===== src/multilevel_feedback_scheduler_unit_assert.svh =====
// Assertion macros shared by the scheduler RTL.
`ifndef MULTILEVEL_FEEDBACK_SCHEDULER_UNIT_ASSERT_SVH
`define MULTILEVEL_FEEDBACK_SCHEDULER_UNIT_ASSERT_SVH

`ifndef NO_ASSERTIONS
`define MFSU_ASSERT(lbl, prop, msg) \
    lbl: assert property (@(posedge i_clk) disable iff (!i_rst_n) prop) else $error(msg);
`define MFSU_ASSERT_NEXT(lbl, cond, prop, msg) \
    lbl: assert property (@(posedge i_clk) disable iff (!i_rst_n) cond |=> prop) \
        else $error(msg);
`else
`define MFSU_ASSERT(lbl, prop, msg)
`define MFSU_ASSERT_NEXT(lbl, cond, prop, msg)
`endif

`endif


===== src/mfs_ram.sv =====
`default_nettype none

module mfs_ram #(
    parameter int WIDTH = 8,
    parameter int DEPTH = 16
) (
    input  wire logic                     i_clk,
    input  wire logic                     i_wr_en,
    input  wire logic [$clog2(DEPTH)-1:0] i_wr_addr,
    input  wire logic [WIDTH-1:0]         i_wr_data,
    input  wire logic                     i_rd_en,
    input  wire logic [$clog2(DEPTH)-1:0] i_rd_addr,
    output logic      [WIDTH-1:0]         o_rd_data
);

    logic [WIDTH-1:0] r_mem [DEPTH];
    logic [WIDTH-1:0] r_rd_data;

    always_ff @(posedge i_clk) begin
        if (i_wr_en) begin
            r_mem[i_wr_addr] <= i_wr_data;
        end
        if (i_rd_en) begin
            r_rd_data <= r_mem[i_rd_addr];
        end
    end

    assign o_rd_data = r_rd_data;

endmodule

`default_nettype wire


===== config.mk =====
export PLATFORM = sky130hd
export DESIGN_NAME = mfs_ram
export DESIGN_NICKNAME = d
export VERILOG_FILES = /design/src/multilevel_feedback_scheduler_unit_assert.svh /design/src/mfs_ram.sv
export SDC_FILE = /design/constraint.sdc
export NUM_CORES = 1
export LEC_CHECK = 0
export BUFFER_PORTS_ARGS = -buffer_cell sky130_fd_sc_hd__buf_2
export CAP_MARGIN = 10
export CORE_AREA = 3 3 116 118
export CTS_BUF_LIST = sky130_fd_sc_hd__clkbuf_16
export CTS_CLUSTER_DIAMETER = 50
export DETAILED_ROUTE_END_ITERATION = 7
export DIE_AREA = 0 0 119 121
export HOLD_SLACK_MARGIN = 0.12
export SYNTH_ARGS = -nofsm -noshare
export SYNTH_HDL_FRONTEND = slang
export SYNTH_SLANG_ARGS = --single-unit

===== constraint.sdc =====
create_clock -name i_clk -period 2.1 [get_ports i_clk]
set_clock_uncertainty 0.1 [all_clocks]
set_input_delay 0.315 -clock i_clk [delete_from_list [all_inputs] [get_ports i_clk]]
set_output_delay 0.315 -clock i_clk [all_outputs]
set_load 0.02 [all_outputs]

After elaboration in Yosys (flattened, before gate mapping):

Memory sizes are Yosys's and may differ from the RTL's. A register that Yosys moved wholly into a read port is not among the register bits.
Index checks and enable logic that the tools add are counted.

* magnitude comparators: 0
* bitwise operators: 0
* reduce and logical (&&, ||, !) cells: 0
* shift-type cells: 0
* mux-type cells: 2
* equality and inequality tests: 0
* div/mod/pow operators: 0
* multiply operators: 0
* add/subtract/negate cells: 0

Operators with widths (count)
* 1-bit two-way mux: 2

* word-level logic and storage cells: 3
* bits in registers: 0
* bits in read-only memories: 0
* memory bits (writable): 128
* memories: 1
* bits in latches: 0

Memories
* r_mem: depth 16, bits a word 8, read ports 1, clocked after memory_dff 1, write ports 1, RTL line mfs_ram.sv:16 `logic [WIDTH-1:0] r_mem [DEPTH];`

Logic depth before layout (Yosys ltp):

Gate-level depths: netlist (run 1).

* depth after elaboration: 2
* depth in mapped cells: 5
* mapped depth without buffers: 3

Worst setup path before layout (run 1):

No wires, ideal clock.

* kind: input -> register
* start point: input port i_wr_addr[2]
* end point: memory r_mem[0][0], enable pin
* buffers on the path: 0
* library setup time: 383 ps
* path slack: 192 ps
* arrival: 1425 ps
* data required time: 1617 ps
* cell stages on the path: 2
* cell sequence: or3b_2 > nor3_1

RTL lines
* start, declared: RTL line mfs_ram.sv:9 `input wire logic [$clog2(DEPTH)-1:0] i_wr_addr,`
* end, declared: RTL line mfs_ram.sv:16

No word-level cell before the write port.

==> results of run 1 <==
==> power by group through the flow <==
stage	clock network, uW	registers, uW	logic (uW)
after CTS	3000	3080	306
final	2940	3080	300
after detailed placement	0	3130	305
after global placement	0	3130	302
after floorplan	0	3140	154
after global routing	3110	3080	322
==> metrics by stage <==
stage	power, uW	instance area [sq um]	hold slack (ps)
2_1_floorplan	3300	5230	314
3_3_place_gp	3430	5680	611
3_5_place_dp	3440	5680	607
4_1_cts	6380	6270	172
5_1_grt	6510	6270	186
6_report	6310	6270	189
==> synthesized netlist by cell type <==
cell type,instances
sky130_fd_sc_hd__edfxtp_1,136
sky130_fd_sc_hd__mux4_2,18
sky130_fd_sc_hd__a22oi_1,16
sky130_fd_sc_hd__mux4_1,14
sky130_fd_sc_hd__nor2_1,13
sky130_fd_sc_hd__nand2_1,9
sky130_fd_sc_hd__nor3_1,4
sky130_fd_sc_hd__buf_2,3
sky130_fd_sc_hd__buf_6,3
sky130_fd_sc_hd__clkdlybuf4s25_2,3
sky130_fd_sc_hd__nand2b_1,2
sky130_fd_sc_hd__nand3b_1,2
sky130_fd_sc_hd__and2_1,1
sky130_fd_sc_hd__and2b_1,1
sky130_fd_sc_hd__buf_4,1
sky130_fd_sc_hd__nand3_1,1
sky130_fd_sc_hd__nor2b_1,1
sky130_fd_sc_hd__or3b_2,1
==> critical path, cell delays in order (launching register included) <==
cell	delay, ps
sky130_fd_sc_hd__edfxtp_1	370
sky130_fd_sc_hd__mux4_2	490
sky130_fd_sc_hd__a22oi_1	260
sky130_fd_sc_hd__nand2_1	150
==> how the worst max path moves through the flow <==
stage / startpoint / to / slack [ps] / depth (start not counted)
after floorplan: i_wr_addr[2] / r_mem[0][0]$_DFFE_PP_ / 190 / 2
after detailed placement: i_rd_addr[0] / o_rd_data[3]$_DFFE_PP_ / 110 / 5
after CTS: r_mem[3][6]$_DFFE_PP_ / o_rd_data[6]$_DFFE_PP_ / 440 / 3
after global routing: r_mem[3][6]$_DFFE_PP_ / o_rd_data[6]$_DFFE_PP_ / 430 / 3
after global placement: i_rd_addr[0] / o_rd_data[3]$_DFFE_PP_ / 100 / 5
final: r_mem[3][6]$_DFFE_PP_ / o_rd_data[6]$_DFFE_PP_ / 450 / 3
==> logic make-up (layout without fill, tap and decap cells) <==
| kind of cell | after synthesis | in the layout | synth area share, % |
|---|---|---|---|
| flip-flops | 136 | 136 | 78.1 |
| AND/OR/NAND/NOR | 35 | 35 | 3.14 |
| multiplexers | 32 | 32 | 14.8 |
| AO/OA/AOI/OAI | 16 | 16 | 2.30 |
| buffers and inverters | 10 | 79 | 1.65 |
==> layer usage <==
metal	GRT usage [%]	part of all wire [%]
met1	19.4	44
met2	23.6	49
met3	4.66	4.8
met4	5.72	1.9
met5	0	0
==> sequential cells by signal, indices dropped and copies added (netlist names) <==
signal	flops
o_rd_data	8
r_mem	128
==> final cells by class <==
cell class                 count  area [sq um]
clock buffer                  17           425
clock inverter                15           168
fill                         984          6290
multi-input combinational     83          1060
sequential                   136          4080
tap                          172           215
timing repair buffer          47           325
==> impl_metrics.prom, run 1 <==
# TYPE chip_impl_metric gauge
chip_impl_info{name="status",value="completed"} 1
chip_impl_metric{name="max-cap-violations",unit=""} 0
chip_impl_info{name="worstHoldEndpoint",value="o_rd_data[2]$_DFFE_PP_"} 1
chip_impl_metric{name="cts_post_setup_buffers_inserted",unit=""} 0
chip_impl_metric{name="tritoncts.num_buffers",unit=""} 17
chip_impl_metric{name="timing.final.crit_period",unit="ps"} 1650
chip_impl_metric{name="min_delay_path_depth",unit=""} 1
chip_impl_info{name="rsz0062_at_grt",value="no"} 1
chip_impl_metric{name="synth_cell_type_count",unit=""} 18
chip_impl_metric{name="first_pass_iters",unit=""} 4
chip_impl_metric{name="io_buffer_count",unit=""} 26
chip_impl_metric{name="synthesis.nets",unit=""} 248
chip_impl_metric{name="worst_margin_slew",unit="ps"} 386
chip_impl_metric{name="grt.total_usage",unit="%"} 14.9
chip_impl_metric{name="postSynthRegisterBits",unit=""} 136
chip_impl_metric{name="ff2ff_setup_slack",unit="ps"} 450
chip_impl_metric{name="final_antenna_net_count",unit=""} 0
chip_impl_metric{name="cts_max_path_buffers",unit=""} 2
chip_impl_metric{name="chipHeight",unit="microns"} 121
chip_impl_metric{name="pwr-share-comb",unit="%"} 4.7
chip_impl_metric{name="clock_insertion_delay_worst_skew",unit="ps"} 410
chip_impl_metric{name="placementRows",unit=""} 41
chip_impl_metric{name="critPathArrivalTime",unit="ps"} 1680
chip_impl_info{name="clock_tree_from_tritoncts",value="yes"} 1
chip_impl_metric{name="layout_cell_share_with_drive_strength_beyond_1",unit="%"} 30.9
chip_impl_metric{name="post-dp-hpwl",unit="microns"} 6220
chip_impl_metric{name="htreeDepth",unit=""} 4
chip_impl_metric{name="total_length_of_routed_wires",unit="microns"} 9970
chip_impl_metric{name="layout_setup_ws",unit="ps"} 451
chip_impl_metric{name="yosysWarningCount",unit=""} 0
chip_impl_metric{name="placeableCoreArea",unit="sq um"} 12600
chip_impl_metric{name="detailroute.via_count",unit=""} 2437
chip_impl_metric{name="num-nets-final",unit=""} 304
chip_impl_metric{name="grt_max_degree",unit=""} 33
chip_impl_metric{name="postSynthCellCount",unit=""} 229
chip_impl_metric{name="total_leakage_power",unit="uW"} 0.00214
chip_impl_metric{name="reg2reg_depth",unit=""} 3
chip_impl_info{name="crit-reg2reg-capture",value="o_rd_data[6]$_DFFE_PP_"} 1
chip_impl_metric{name="numPlacedInstances",unit=""} 438
chip_impl_metric{name="antenna_violations_before_repair",unit=""} 0
chip_impl_metric{name="first_global_vias",unit=""} 2550
chip_impl_info{name="synth_largest_area_cell",value="sky130_fd_sc_hd__edfxtp_1"} 1
chip_impl_info{name="final_common_cell",value="sky130_fd_sc_hd__edfxtp_1"} 1
chip_impl_metric{name="drt_first_iter_violations",unit=""} 156
chip_impl_metric{name="clockPowerShare",unit="%"} 46.5
chip_impl_metric{name="place_ws",unit="ps"} 106
chip_impl_metric{name="vias_per_cell",unit=""} 5.19
chip_impl_info{name="critPathKind",value="reg -> reg"} 1
chip_impl_metric{name="antenna-diode-count",unit=""} 0
chip_impl_metric{name="postCtsResizedCells",unit=""} 0
chip_impl_metric{name="vdd.ir_drop.worst",unit="mV"} 0.495
chip_impl_metric{name="power.switching",unit="uW"} 1180
chip_impl_metric{name="finalSetupViolCount",unit=""} 0
chip_impl_info{name="rr_startpoint",value="r_mem[3][6]$_DFFE_PP_"} 1
chip_impl_metric{name="cts_num_sinks",unit=""} 136
chip_impl_metric{name="die_w",unit="microns"} 119
chip_impl_metric{name="crit_required",unit="ps"} 2140
chip_impl_metric{name="max_freq",unit="GHz"} 0.606
chip_impl_metric{name="post-route-period-util",unit="%"} 78.5
chip_impl_info{name="hold_path.startpoint",value="i_rd_en"} 1
chip_impl_metric{name="postCtsHoldBufs",unit=""} 0
chip_impl_metric{name="top_level_ports",unit=""} 27
chip_impl_metric{name="finalCoreUtilization",unit="%"} 49.9
chip_impl_info{name="clock_tree.root_cell",value="sky130_fd_sc_hd__clkbuf_16"} 1
chip_impl_metric{name="first_pass_grt_wire_length",unit="microns"} 15200
chip_impl_metric{name="final.setup.tns",unit="ps"} 0
chip_impl_info{name="top_library_cells_by_usage_in_the_layout_fill_and_taps_aside",value="sky130_fd_sc_hd__edfxtp_1, sky130_fd_sc_hd__buf_2, sky130_fd_sc_hd__mux4_2, sky130_fd_sc_hd__buf_4, sky130_fd_sc_hd__clkbuf_16"} 1
chip_impl_metric{name="power_per_cell_area",unit="nW/um^2"} 1010
chip_impl_info{name="most_area_consuming_cells_after_synthesis",value="sky130_fd_sc_hd__edfxtp_1, sky130_fd_sc_hd__mux4_2, sky130_fd_sc_hd__mux4_1, sky130_fd_sc_hd__a22oi_1, sky130_fd_sc_hd__nor2_1"} 1
chip_impl_metric{name="synth.yosys.seq_area_share",unit="%"} 78.1
chip_impl_metric{name="synth_top_area_share",unit="%"} 78.1
chip_impl_metric{name="cell_internal_pwr",unit="uW"} 5130
chip_impl_metric{name="slew_viol_final",unit=""} 0
chip_impl_metric{name="netSwitchingFraction",unit="%"} 18.7
chip_impl_metric{name="layout-area-overhead-vs-synth",unit="%"} 20.0
chip_impl_metric{name="wire_per_inst",unit="microns"} 21.2
chip_impl_metric{name="mappedNetlistArea",unit="sq um"} 5230
chip_impl_metric{name="hold_viol",unit=""} 0
chip_impl_metric{name="timing.critical_path.fanout_max",unit=""} 1
chip_impl_metric{name="grt.overflow.total",unit=""} 0
chip_impl_metric{name="die_area",unit="sq um"} 14400
chip_impl_metric{name="share_seq_of_total_power",unit="%"} 48.7
chip_impl_metric{name="max-slew-margin-rel",unit="%"} 74.3
chip_impl_metric{name="initial_utilization",unit="%"} 41.6
chip_impl_metric{name="finalWeightedCongestion",unit=""} 0.691
chip_impl_metric{name="cell_count_final_fillers_out",unit=""} 470
chip_impl_metric{name="postSynthAreaPerCell",unit="sq um"} 22.8
chip_impl_metric{name="final_routed_drc_violation_total",unit=""} 0
chip_impl_info{name="timing.hold.worst.class",value="in -> reg"} 1
chip_impl_metric{name="clkTransAtPathRegs",unit="ps"} 50
chip_impl_info{name="setup.worst_path.end_class",value="flop"} 1
chip_impl_info{name="worstSetupStartpointType",value="flop"} 1
(Power assumes the default switching activity.)
==> inputs of run 2 (changes only) <==
clock period = 1.4 ns   (was 2.1 ns; I/O delays follow)
==> impl_metrics.prom, run 2 (synthesis gave the netlist of run 1 again) <==
# TYPE chip_impl_metric gauge
chip_impl_info{name="status",value="finished, violations left"} 1
chip_impl_info{name="violations",value="setup timing"} 1
chip_impl_metric{name="timing.final.crit_period",unit="ps"} 1570
chip_impl_metric{name="worstPathBufferInverterCount",unit=""} 1
chip_impl_info{name="final_common_cell",value="sky130_fd_sc_hd__edfxtp_1"} 1
chip_impl_metric{name="largest_register_ffs",unit=""} 128
chip_impl_metric{name="clock_insertion_delay_worst_skew",unit="ps"} 410
chip_impl_metric{name="total_leakage_power",unit="uW"} 0.00222
chip_impl_info{name="timing.hold.worst.class",value="in -> reg"} 1
chip_impl_metric{name="filler_cell_count",unit=""} 986
chip_impl_metric{name="initial_utilization",unit="%"} 41.6
chip_impl_info{name="top_library_cells_by_usage_in_the_layout_fill_and_taps_aside",value="sky130_fd_sc_hd__edfxtp_1, sky130_fd_sc_hd__mux4_2, sky130_fd_sc_hd__buf_4, sky130_fd_sc_hd__buf_2, sky130_fd_sc_hd__clkbuf_16"} 1
chip_impl_metric{name="final_cell_area",unit="sq um"} 6570
chip_impl_metric{name="finalCoreUtilization",unit="%"} 52.2
chip_impl_metric{name="tritoncts.num_buffers",unit=""} 17
chip_impl_info{name="largest_register",value="r_mem"} 1
chip_impl_metric{name="first_pass_grt_wire_length",unit="microns"} 16000
chip_impl_metric{name="power_per_cell_area",unit="nW/um^2"} 1480
chip_impl_metric{name="max_freq",unit="GHz"} 0.638
chip_impl_metric{name="ff2ff_setup_slack",unit="ps"} -170
chip_impl_metric{name="cts_max_path_buffers",unit=""} 2
chip_impl_metric{name="first_pass_iters",unit=""} 4
chip_impl_metric{name="pwr-share-comb",unit="%"} 5.5
chip_impl_metric{name="place_ws",unit="ps"} -439
chip_impl_metric{name="met1_length",unit="microns"} 4470
chip_impl_metric{name="multi_input_comb_area",unit="sq um"} 1070
chip_impl_info{name="hold_path.startpoint",value="i_wr_addr[0]"} 1
chip_impl_metric{name="first_global_vias",unit=""} 2760
chip_impl_metric{name="vias_per_cell",unit=""} 5.15
chip_impl_info{name="cp_slowest_cell",value="sky130_fd_sc_hd__mux4_2"} 1
chip_impl_metric{name="total_length_of_routed_wires",unit="microns"} 10300
chip_impl_metric{name="cell_internal_pwr",unit="uW"} 7690
chip_impl_metric{name="critPathArrivalTime",unit="ps"} 1630
chip_impl_metric{name="clockPowerShare",unit="%"} 47.2
chip_impl_metric{name="worst_margin_slew",unit="ps"} 957
chip_impl_metric{name="share_seq_of_total_power",unit="%"} 47.3
chip_impl_info{name="worstSetupStartpointType",value="flop"} 1
chip_impl_metric{name="placeableCoreArea",unit="sq um"} 12600
chip_impl_metric{name="placementRows",unit=""} 41
chip_impl_metric{name="max_stage_delay",unit="ps"} 480
chip_impl_metric{name="antenna_violations_before_repair",unit=""} 0
chip_impl_metric{name="crit_required",unit="ps"} 1470
chip_impl_metric{name="chipHeight",unit="microns"} 121
chip_impl_metric{name="vdd.ir_drop.worst",unit="mV"} 0.829
chip_impl_metric{name="layout_cell_share_with_drive_strength_beyond_1",unit="%"} 43.8
chip_impl_metric{name="htreeDepth",unit=""} 4
chip_impl_info{name="worstHoldEndpoint",value="r_mem[12][3]$_DFFE_PP_"} 1
chip_impl_metric{name="detailed_place.area",unit="sq um"} 5830
chip_impl_info{name="rsz0062_at_grt",value="yes"} 1
chip_impl_metric{name="power.switching",unit="uW"} 2060
chip_impl_metric{name="finalSetupViolCount",unit=""} 8
chip_impl_metric{name="sequential_cell_area",unit="sq um"} 4080
chip_impl_metric{name="grt.total_usage",unit="%"} 15.5
chip_impl_metric{name="top_level_ports",unit=""} 27
chip_impl_metric{name="grt_max_degree",unit=""} 18
chip_impl_metric{name="antenna-diode-count",unit=""} 0
chip_impl_info{name="setup.worst_path.end_class",value="flop"} 1
chip_impl_info{name="clock_tree_from_tritoncts",value="yes"} 1
chip_impl_info{name="crit-reg2reg-capture",value="o_rd_data[1]$_DFFE_PP_"} 1
chip_impl_metric{name="max-slew-margin-rel",unit="%"} 36.0
chip_impl_metric{name="die_area",unit="sq um"} 14400
chip_impl_info{name="critical_path.cell_chain",value="mux4_2 -> a22oi_2 -> buf_4 -> nand2_2"} 1
chip_impl_metric{name="layout-area-overhead-vs-synth",unit="%"} 25.6
chip_impl_metric{name="slew_viol_final",unit=""} 0
chip_impl_metric{name="num-nets-final",unit=""} 330
chip_impl_metric{name="max-cap-violations",unit=""} 0
chip_impl_metric{name="fin_total_pwr",unit="uW"} 9750
chip_impl_metric{name="finalWeightedCongestion",unit=""} 0.744
chip_impl_info{name="clock_tree.root_cell",value="sky130_fd_sc_hd__clkbuf_16"} 1
chip_impl_metric{name="detailroute.via_count",unit=""} 2553
chip_impl_info{name="rr_startpoint",value="r_mem[0][1]$_DFFE_PP_"} 1
chip_impl_metric{name="post-dp-hpwl",unit="microns"} 6900
chip_impl_metric{name="layout_setup_ws",unit="ps"} -168
chip_impl_metric{name="min_delay_path_depth",unit=""} 3
chip_impl_metric{name="met3_length",unit="microns"} 586
chip_impl_metric{name="final_routed_drc_violation_total",unit=""} 0
chip_impl_metric{name="reg2reg_depth",unit=""} 4
chip_impl_metric{name="grt.overflow.total",unit=""} 0
chip_impl_metric{name="clkTransAtPathRegs",unit="ps"} 60
chip_impl_info{name="critPathKind",value="reg -> reg"} 1
chip_impl_info{name="cpLargestDelayFamily",value="multiplexers"} 1
chip_impl_metric{name="post-route-period-util",unit="%"} 112
chip_impl_metric{name="wire_per_inst",unit="microns"} 20.7
chip_impl_metric{name="timing.critical_path.fanout_max",unit=""} 1
chip_impl_metric{name="io_buffer_count",unit=""} 26
chip_impl_metric{name="drt_first_iter_violations",unit=""} 222
chip_impl_metric{name="netSwitchingFraction",unit="%"} 21.1
chip_impl_info{name="dr.max_layer_used",value="met4"} 1
chip_impl_metric{name="final.setup.tns",unit="ps"} -916
chip_impl_metric{name="detailroute.wirelength.met2",unit="microns"} 5040
chip_impl_metric{name="die_w",unit="microns"} 119
chip_impl_metric{name="cts_num_sinks",unit=""} 136
chip_impl_metric{name="hold_viol",unit=""} 0
chip_impl_metric{name="final_antenna_net_count",unit=""} 0
==> run 2: cell types whose count changed in the layout (fill, tap and decap cells not counted), moves of 3 or more <==
cell / before / now
sky130_fd_sc_hd__nor2_2: 0 / 3
sky130_fd_sc_hd__a22oi_1: 16 / 11
sky130_fd_sc_hd__inv_1: 3 / 0
sky130_fd_sc_hd__clkinv_2: 5 / 1
sky130_fd_sc_hd__buf_4: 18 / 32
sky130_fd_sc_hd__a22oi_2: 0 / 5
sky130_fd_sc_hd__nor3_1: 4 / 0
sky130_fd_sc_hd__inv_6: 0 / 6
sky130_fd_sc_hd__mux4_2: 18 / 32
sky130_fd_sc_hd__mux4_1: 14 / 0
sky130_fd_sc_hd__dlygate4sd3_1: 0 / 9
sky130_fd_sc_hd__buf_12: 3 / 6
sky130_fd_sc_hd__nor2_1: 13 / 10
sky130_fd_sc_hd__nor3_2: 0 / 3
==> run 2: through the flow <==
step | hold WS [ps] | std cells
2_1_floorplan | 209 | 229
5_1_grt | 290 | 496
4_1_cts | 272 | 496
3_3_place_gp | 495 | 455
6_report | 293 | 496
3_5_place_dp | 490 | 455
==> run 2: layout make-up <==
class,count,area share (%)
Sequential cell,136,62.2
Multi-Input combinational cell,83,16.3
Timing Repair Buffer,73,8.84
Clock buffer,17,6.48
Tap cell,172,3.28
Clock inverter,15,2.90
==> run 2: per-layer routing <==
layer	track usage, %	vias to the layer above
met4	6.66	0
met2	24.5	82
met3	4.10	16
li1	-	1140
met1	20.3	1315
met5	0	-
==> run 2: how the worst max path moves through the flow <==
stage | startpoint | end | slack (ps) | depth (start not counted)
floorplan | i_rd_addr[0] | o_rd_data[1]$_DFFE_PP_ | -110 | 5
global placement | i_rd_addr[0] | o_rd_data[6]$_DFFE_PP_ | -440 | 5
detailed placement | i_rd_addr[0] | o_rd_data[6]$_DFFE_PP_ | -440 | 5
CTS | r_mem[1][3]$_DFFE_PP_ | o_rd_data[3]$_DFFE_PP_ | -170 | 4
global route | r_mem[2][1]$_DFFE_PP_ | o_rd_data[1]$_DFFE_PP_ | -200 | 4
finish | r_mem[0][1]$_DFFE_PP_ | o_rd_data[1]$_DFFE_PP_ | -170 | 4
==> run 2: power groups by stage <==
stage          sequential (uW)  clock [uW]  combinational, uW
2_1_floorplan             4720           0                257
3_3_place_gp              4700           0                504
3_5_place_dp              4700           0                513
4_1_cts                   4610        4680                541
5_1_grt                   4620        4860                583
6_report                  4610        4600                538
==> run 2: worst min-delay path, stage by stage <==
cell,delay [ps]
sky130_fd_sc_hd__buf_2,150
sky130_fd_sc_hd__nor3_2,70
sky130_fd_sc_hd__buf_4,180
==> run 2: timing repair <==
action | CTS | global route
resized for setup | 4 | 4
gates cloned | 0 | 0
pin swaps | 2 | 2
hold endpoints to repair | 136 | 0
hold buffers | 9 | 0
setup buffers | 0 | 0
endpoints found under the setup margin | 8 | 8
